### config.mk
export PLATFORM = sky130hd
export DESIGN_NAME = ttp_div_lane
export DESIGN_NICKNAME = d
export VERILOG_FILES = /design/src/design/ttp_pkg.sv /design/src/design/ttp_div_lane.sv
export SDC_FILE = /design/constraint.sdc
export NUM_CORES = 2
export LEC_CHECK = 0
export BUFFER_PORTS_ARGS = -buffer_cell sky130_fd_sc_hd__buf_2
export CAP_MARGIN = 20
export CORE_MARGIN = 3
export CORE_UTILIZATION = 67
export DETAILED_ROUTE_END_ITERATION = 12
export PLACE_DENSITY = 0.84
export SYNTH_ARGS = -nofsm -noshare
export SYNTH_HDL_FRONTEND = slang
export SYNTH_SLANG_ARGS = --single-unit
### constraint.sdc
create_clock -name clk -period 10.4 [get_ports clk]
set_input_delay 1.56 -clock clk [delete_from_list [all_inputs] [get_ports clk]]
set_output_delay 1.56 -clock clk [all_outputs]
set_load 0.02 [all_outputs]
### src/design/ttp_pkg.sv
package ttp_pkg;

	localparam int POS_FRAC_BITS = 16;
	localparam int FRAC_SHIFT    = 19;
	localparam int QBITS         = 9;
	localparam int CODE_MID      = 256;
	localparam int CODE_MAX      = 511;
	localparam int DEN_MUL       = 25;
	localparam int SLOT_W        = 10;
	localparam int WORD_W        = 30;

	localparam int POS_W   = 32;
	localparam int UVC_W   = 16;
	localparam int PD_W    = POS_W + 1;
	localparam int UD_W    = UVC_W + 1;
	localparam int NP_W    = PD_W + UD_W;
	localparam int N_W     = NP_W + 1;
	localparam int DP_W    = 2 * UD_W;
	localparam int DC_W    = DP_W + 1;
	localparam int A_W     = N_W;
	localparam int D_W     = DC_W - 1;
	localparam int DEN_W   = D_W + 5 + POS_FRAC_BITS;
	localparam int XN_W    = A_W + FRAC_SHIFT;
	localparam int DS_W    = DEN_W + QBITS;
	localparam int DIV_W   = (XN_W > DS_W ? XN_W : DS_W) + 1;

	localparam int FRONT_LAT  = 4;
	localparam int LANE_LAT   = QBITS + 3;
	localparam int PIPE_DEPTH = FRONT_LAT + LANE_LAT;

	localparam logic [WORD_W-1:0] DEFAULT_WORD = {10'd281, 10'd256, 10'd256};

	typedef logic signed [POS_W-1:0] pos_t;
	typedef logic [QBITS-1:0] code_t;

	typedef struct packed {
		logic [A_W-1:0] a;
		logic           neg;
	} num_t;

endpackage

### src/design/ttp_div_lane.sv
module ttp_div_lane (
	input  logic                    clk,
	input  logic                    en,
	input  ttp_pkg::num_t           num,
	input  logic [ttp_pkg::D_W-1:0] dabs,
	output ttp_pkg::code_t          code
);

	localparam int DW = ttp_pkg::DIV_W;
	localparam int QB = ttp_pkg::QBITS;

	logic [DW-1:0]  x_s0, den_s0;
	logic           neg_s0;
	logic [DW-1:0]  rem_s [0:QB];
	logic [DW-1:0]  den_s [0:QB];
	logic           neg_s [0:QB];
	logic           sat_s [0:QB];
	logic [QB-1:0]  q_s   [0:QB];
	logic [DW-1:0]  shd   [1:QB];
	logic           ge    [1:QB];
	ttp_pkg::code_t code_s;
	logic [QB:0]    qq;

	always_comb begin
		for (int k = 1; k <= QB; k++) begin
			shd[k] = den_s[k-1] << (QB - k);
			ge[k]  = rem_s[k-1] >= shd[k];
		end
	end

	always_ff @(posedge clk) begin
		if (en) begin
			x_s0   <= DW'(num.a) << ttp_pkg::FRAC_SHIFT;
			den_s0 <= (DW'(dabs) * DW'(ttp_pkg::DEN_MUL)) << ttp_pkg::POS_FRAC_BITS;
			neg_s0 <= num.neg;
			rem_s[0] <= x_s0;
			den_s[0] <= den_s0;
			neg_s[0] <= neg_s0;
			sat_s[0] <= x_s0 >= (den_s0 << QB);
			q_s[0]   <= '0;
			for (int k = 1; k <= QB; k++) begin
				rem_s[k] <= ge[k] ? rem_s[k-1] - shd[k] : rem_s[k-1];
				den_s[k] <= den_s[k-1];
				neg_s[k] <= neg_s[k-1];
				sat_s[k] <= sat_s[k-1];
				q_s[k]   <= q_s[k-1] | (QB'(ge[k]) << (QB - k));
			end
			code_s <= code_next();
		end
	end

	assign qq = {1'b0, q_s[QB]} + (QB+1)'(rem_s[QB] != '0);

	function automatic ttp_pkg::code_t code_next();
		ttp_pkg::code_t c;
		if (neg_s[QB]) begin
			if (sat_s[QB] || qq > (QB+1)'(ttp_pkg::CODE_MID))
				c = '0;
			else
				c = QB'((QB+1)'(ttp_pkg::CODE_MID) - qq);
		end else begin
			if (sat_s[QB] || q_s[QB] > QB'(ttp_pkg::CODE_MAX - ttp_pkg::CODE_MID))
				c = QB'(ttp_pkg::CODE_MAX);
			else
				c = QB'(ttp_pkg::CODE_MID) + q_s[QB];
		end
		return c;
	endfunction

	assign code = code_s;

endmodule

==> results.toml <==
[outcome]
status = "finished, final reports clean"

[power]
seq_power_share_pct = 35.8
ir_worst_vdd_uv = 178
power_frac_comb_pct = 44.8
pwr_total_uw = 19000
power.switching_uw = 7220
switching_share_pct = 38.0
static-leakage-power_uw = 0.0281
p_int_uw = 11800
clock_power_share_pct = 19.4
power.density_cell_area_mw_per_mm2 = 276

[global_route]
vias_in_the_first_global_route = 45800
gr-usage-met2_pct = 52.9
overflow = 0
grt_first_pass_wirelength_mm = 228
grt_resource_usage_total_pct = 28.7
grt.met3_usage_pct = 2.98
met1_track_demand_over_resource_in_global_routing_pct = 31.9
pin_count_of_the_biggest_net_entering_global_routing = 183
top_usage_layer = "met2"
grt_antenna_before_repair = 1

[cts]
post_cts_resize_count = 0
worst_setup_hold_path_clk_slew_ns = 0.06
cts_buffers = 108
tritoncts = "built"
clk_root_buffer_cell = "sky130_fd_sc_hd__clkbuf_16"
ctsHtreeMaxLevel = 3
cts_setup_buffers = 0
worstSkewPairLatency_ns = 0.70
cts_num_sinks = 1041
ctsHoldBuffers = 0
maximum_count_of_clock_buffers_along_a_single_path = 3

[setup_path]
crit_buf_inv = 3
timing.critical_path.max_delay_family = "compound AO/OA/AOI/OAI gates"
timing.critical_path.slowest_stage_cell = "sky130_fd_sc_hd__fa_1"
critical_path_data_required_time_ns = 10.84
r2r-end = "code[7]$_DFFE_PP_"
cp_max_fo = 5
arrival_time_worst_endpoint_ns = 6.02
cp_common_cell = "sky130_fd_sc_hd__ha_1"
type_of_element_launching_the_critical_path = "input port"
endpoint_kind = "register"
reg2reg_depth = 14
worstReg2RegStart = "rem_s[9][18]$_DFFE_PP_"
crit_path_max_incr_delay_ns = 0.50
timing.critical_path.cells = "buf_2 > ha_1 > ha_1 > inv_1 > fa_1 > inv_1 > ha_1 > o21ai_0 > nor2_1 > o41ai_1 > a21oi_1 > a221o_1 > a21oi_1 > nand2_1 > a31oi_1 > o21bai_1 > xor2_1"
timing_worst_setup_path_type = "input port to register"
rrSetupSlack_ns = 5.16

[synth]
synth.ff_latch_count = 1041
most_common_flop_cell_mapped_by_yosys = "sky130_fd_sc_hd__edfxtp_1"
post-synth-top-count-cell = "sky130_fd_sc_hd__edfxtp_1"
synth.cells.most_frequent = "sky130_fd_sc_hd__edfxtp_1, sky130_fd_sc_hd__inv_1, sky130_fd_sc_hd__a21oi_1, sky130_fd_sc_hd__ha_1, sky130_fd_sc_hd__nand2_1"
netlist_cell_types = 103
synth_top_cell_area_share_pct = 48.9
yosysWarnings = 0
synth.cell_area_mm2 = 0.0639
synthDominantAreaCellType = "sky130_fd_sc_hd__edfxtp_1"
avgSynthCellArea_um2 = 10.4
synthesis.nets = 6777
synth_sequential_area_ratio_pct = 48.9
synth_enable_flop_cells = 1041
post_synth_inst_count = 6152
netlist_top_cells_area = "sky130_fd_sc_hd__edfxtp_1, sky130_fd_sc_hd__ha_1, sky130_fd_sc_hd__a21oi_1, sky130_fd_sc_hd__inv_1, sky130_fd_sc_hd__xnor2_1"
ys_async_sr_fraction_pct = 0

[timing]
fin_tns_setup_ns = 0
hold-worst-slack_ns = 0.404
hold_viol_final = 0
final_min_period_over_clock_period_pct = 53.7
fmax_mhz = 179
rsz0062_at_grt = "no"
worst_pin_slew_ns = 1.11
fin_crit_ns = 5.59
max_clock_skew_ns = 0.0285
report.final.slew_viol_count = 0
final-setup-viol-count = 0
slew_headroom_pct = 25.4

[finish]
utilization_pct = 73.3
final_design_area_no_fill_mm2 = 0.0688
nFillCells = 6454
antenna_cells = 0
area_growth_pct = 7.76
post_route_cells_drive_above_1_share_pct = 6.26
final_nets = 6814

[detailed_routing]
antenna_left = 0
dr_total_vias = 46100
drt_pre_antenna_iters = 6
route.detailed.drc = 0
avgRoutedWirePerCell_um = 19.0
route.final.wire_length_mm = 143
post_drt_via_cell_ratio = 6.12
first_iter_violations = 3733

[floorplan]
top_level_ports = 97
die_w_um = 315
initial_utilization_pct = 68.0
core-area_mm2 = 0.0939
area_of_the_die_mm2 = 0.0991
core.rowCount = 112
die_height_um = 315

[min_path]
worstHoldPathType = "register to register"
min-delay-start = "sat_s[5]$_DFFE_PP_"
worstHoldPathCells = 0
holdPathEnd = "sat_s[6]$_DFFE_PP_"

[flow_run]
drv_cap = 0

[place]
io_buffers = 96
hpwl_mm = 109
dpl-instance-area_mm2 = 0.0655
gp_congestion = 0.949
==> per-stage QoR <==
step / cells / setup slack, ns
after floorplan: 6152 / 5.30
after detailed placement: 7333 / 4.36
final: 7533 / 4.81
after global routing: 7533 / 4.73
after CTS: 7533 / 4.99
after global placement: 7333 / 4.47
==> cell type report <==
type	count	area, um^2	share of cell area [%]
inverter	646	2420	3.52
tap	1254	1570	2.28
sequential	1041	31300	45.4
timing repair buffer	125	771	1.12
clock buffer	131	2790	4.05
multi-input combinational	4267	29500	42.8
clock inverter	69	582	0.845
==> how the worst max path moves through the flow <==
stage	start	endpoint	slack [ns]	depth (start not counted)
after floorplan	dabs[2]	den_s0[48]$_DFFE_PP_	5.30	14
after global placement	dabs[3]	den_s0[54]$_DFFE_PP_	4.47	17
after detailed placement	dabs[3]	den_s0[54]$_DFFE_PP_	4.36	17
after CTS	dabs[3]	den_s0[54]$_DFFE_PP_	4.99	17
after global routing	dabs[3]	den_s0[54]$_DFFE_PP_	4.73	17
final	dabs[3]	den_s0[54]$_DFFE_PP_	4.81	17
==> layer usage <==
layer / up-vias / share of wire [%] / wire, um
met3: 490 / 4.4 / 6290
met1: 21500 / 38 / 54000
met5: - / 0 / 0
met4: 0 / 6.7 / 9550
met2: 1649 / 51 / 73600
li1: 22500 / - / -
==> placed cells by master (no fill, tap or decap), types with 67 or more instances in the layout <==
cell type	Yosys	layout
sky130_fd_sc_hd__nand3_1	109	109
sky130_fd_sc_hd__a21oi_1	592	592
sky130_fd_sc_hd__a21o_1	220	219
sky130_fd_sc_hd__o21ai_0	365	365
sky130_fd_sc_hd__clkbuf_16	0	108
sky130_fd_sc_hd__nor2_1	432	432
sky130_fd_sc_hd__xnor2_1	251	251
sky130_fd_sc_hd__nand4_1	112	112
sky130_fd_sc_hd__inv_1	644	643
sky130_fd_sc_hd__nand2_1	452	451
sky130_fd_sc_hd__nor4_1	68	67
sky130_fd_sc_hd__nor3_1	92	92
sky130_fd_sc_hd__xor2_1	196	196
sky130_fd_sc_hd__buf_2	20	95
sky130_fd_sc_hd__ha_1	499	499
sky130_fd_sc_hd__edfxtp_1	1041	1041
==> power by group through the flow <==
stage / registers (uW) / logic (uW) / clock network (uW)
after floorplan: 6600 / 6460 / 0
after detailed placement: 6860 / 8320 / 0
after global routing: 6890 / 9420 / 3930
after global placement: 6820 / 8190 / 0
after CTS: 6780 / 8400 / 3740
final: 6800 / 8520 / 3690
==> logic make-up after synthesis <==
| family | count (synthesis) | synth area share, % |
|---|---|---|
| xor+xnor | 447 | 6.13 |
| buf+inv | 844 | 5.05 |
| simple gates | 1588 | 12.1 |
| mux | 52 | 0.911 |
| fa+ha+maj | 537 | 11.0 |
| compound gates | 1643 | 15.9 |
| flops | 1041 | 48.9 |
==> worst reg2reg max path: cells and delay by family, from the launching register on <==
family | cells | cell delay (ns)
fa+ha+maj | 2 | 0.53
simple gates | 6 | 2.25
compound gates | 5 | 1.69
flops | 1 | 0.36
xor+xnor | 1 | 0.26
==> registers in the layout, summed over array words and instances, names as in the netlist <==
signal	flops
den_s0	39
neg_s	10
x_s0	51
rem_s	525
sat_s	10
q_s	45
den_s	351
code	9
neg_s0	1
Note: power is estimated with default switching activity, not from simulation.
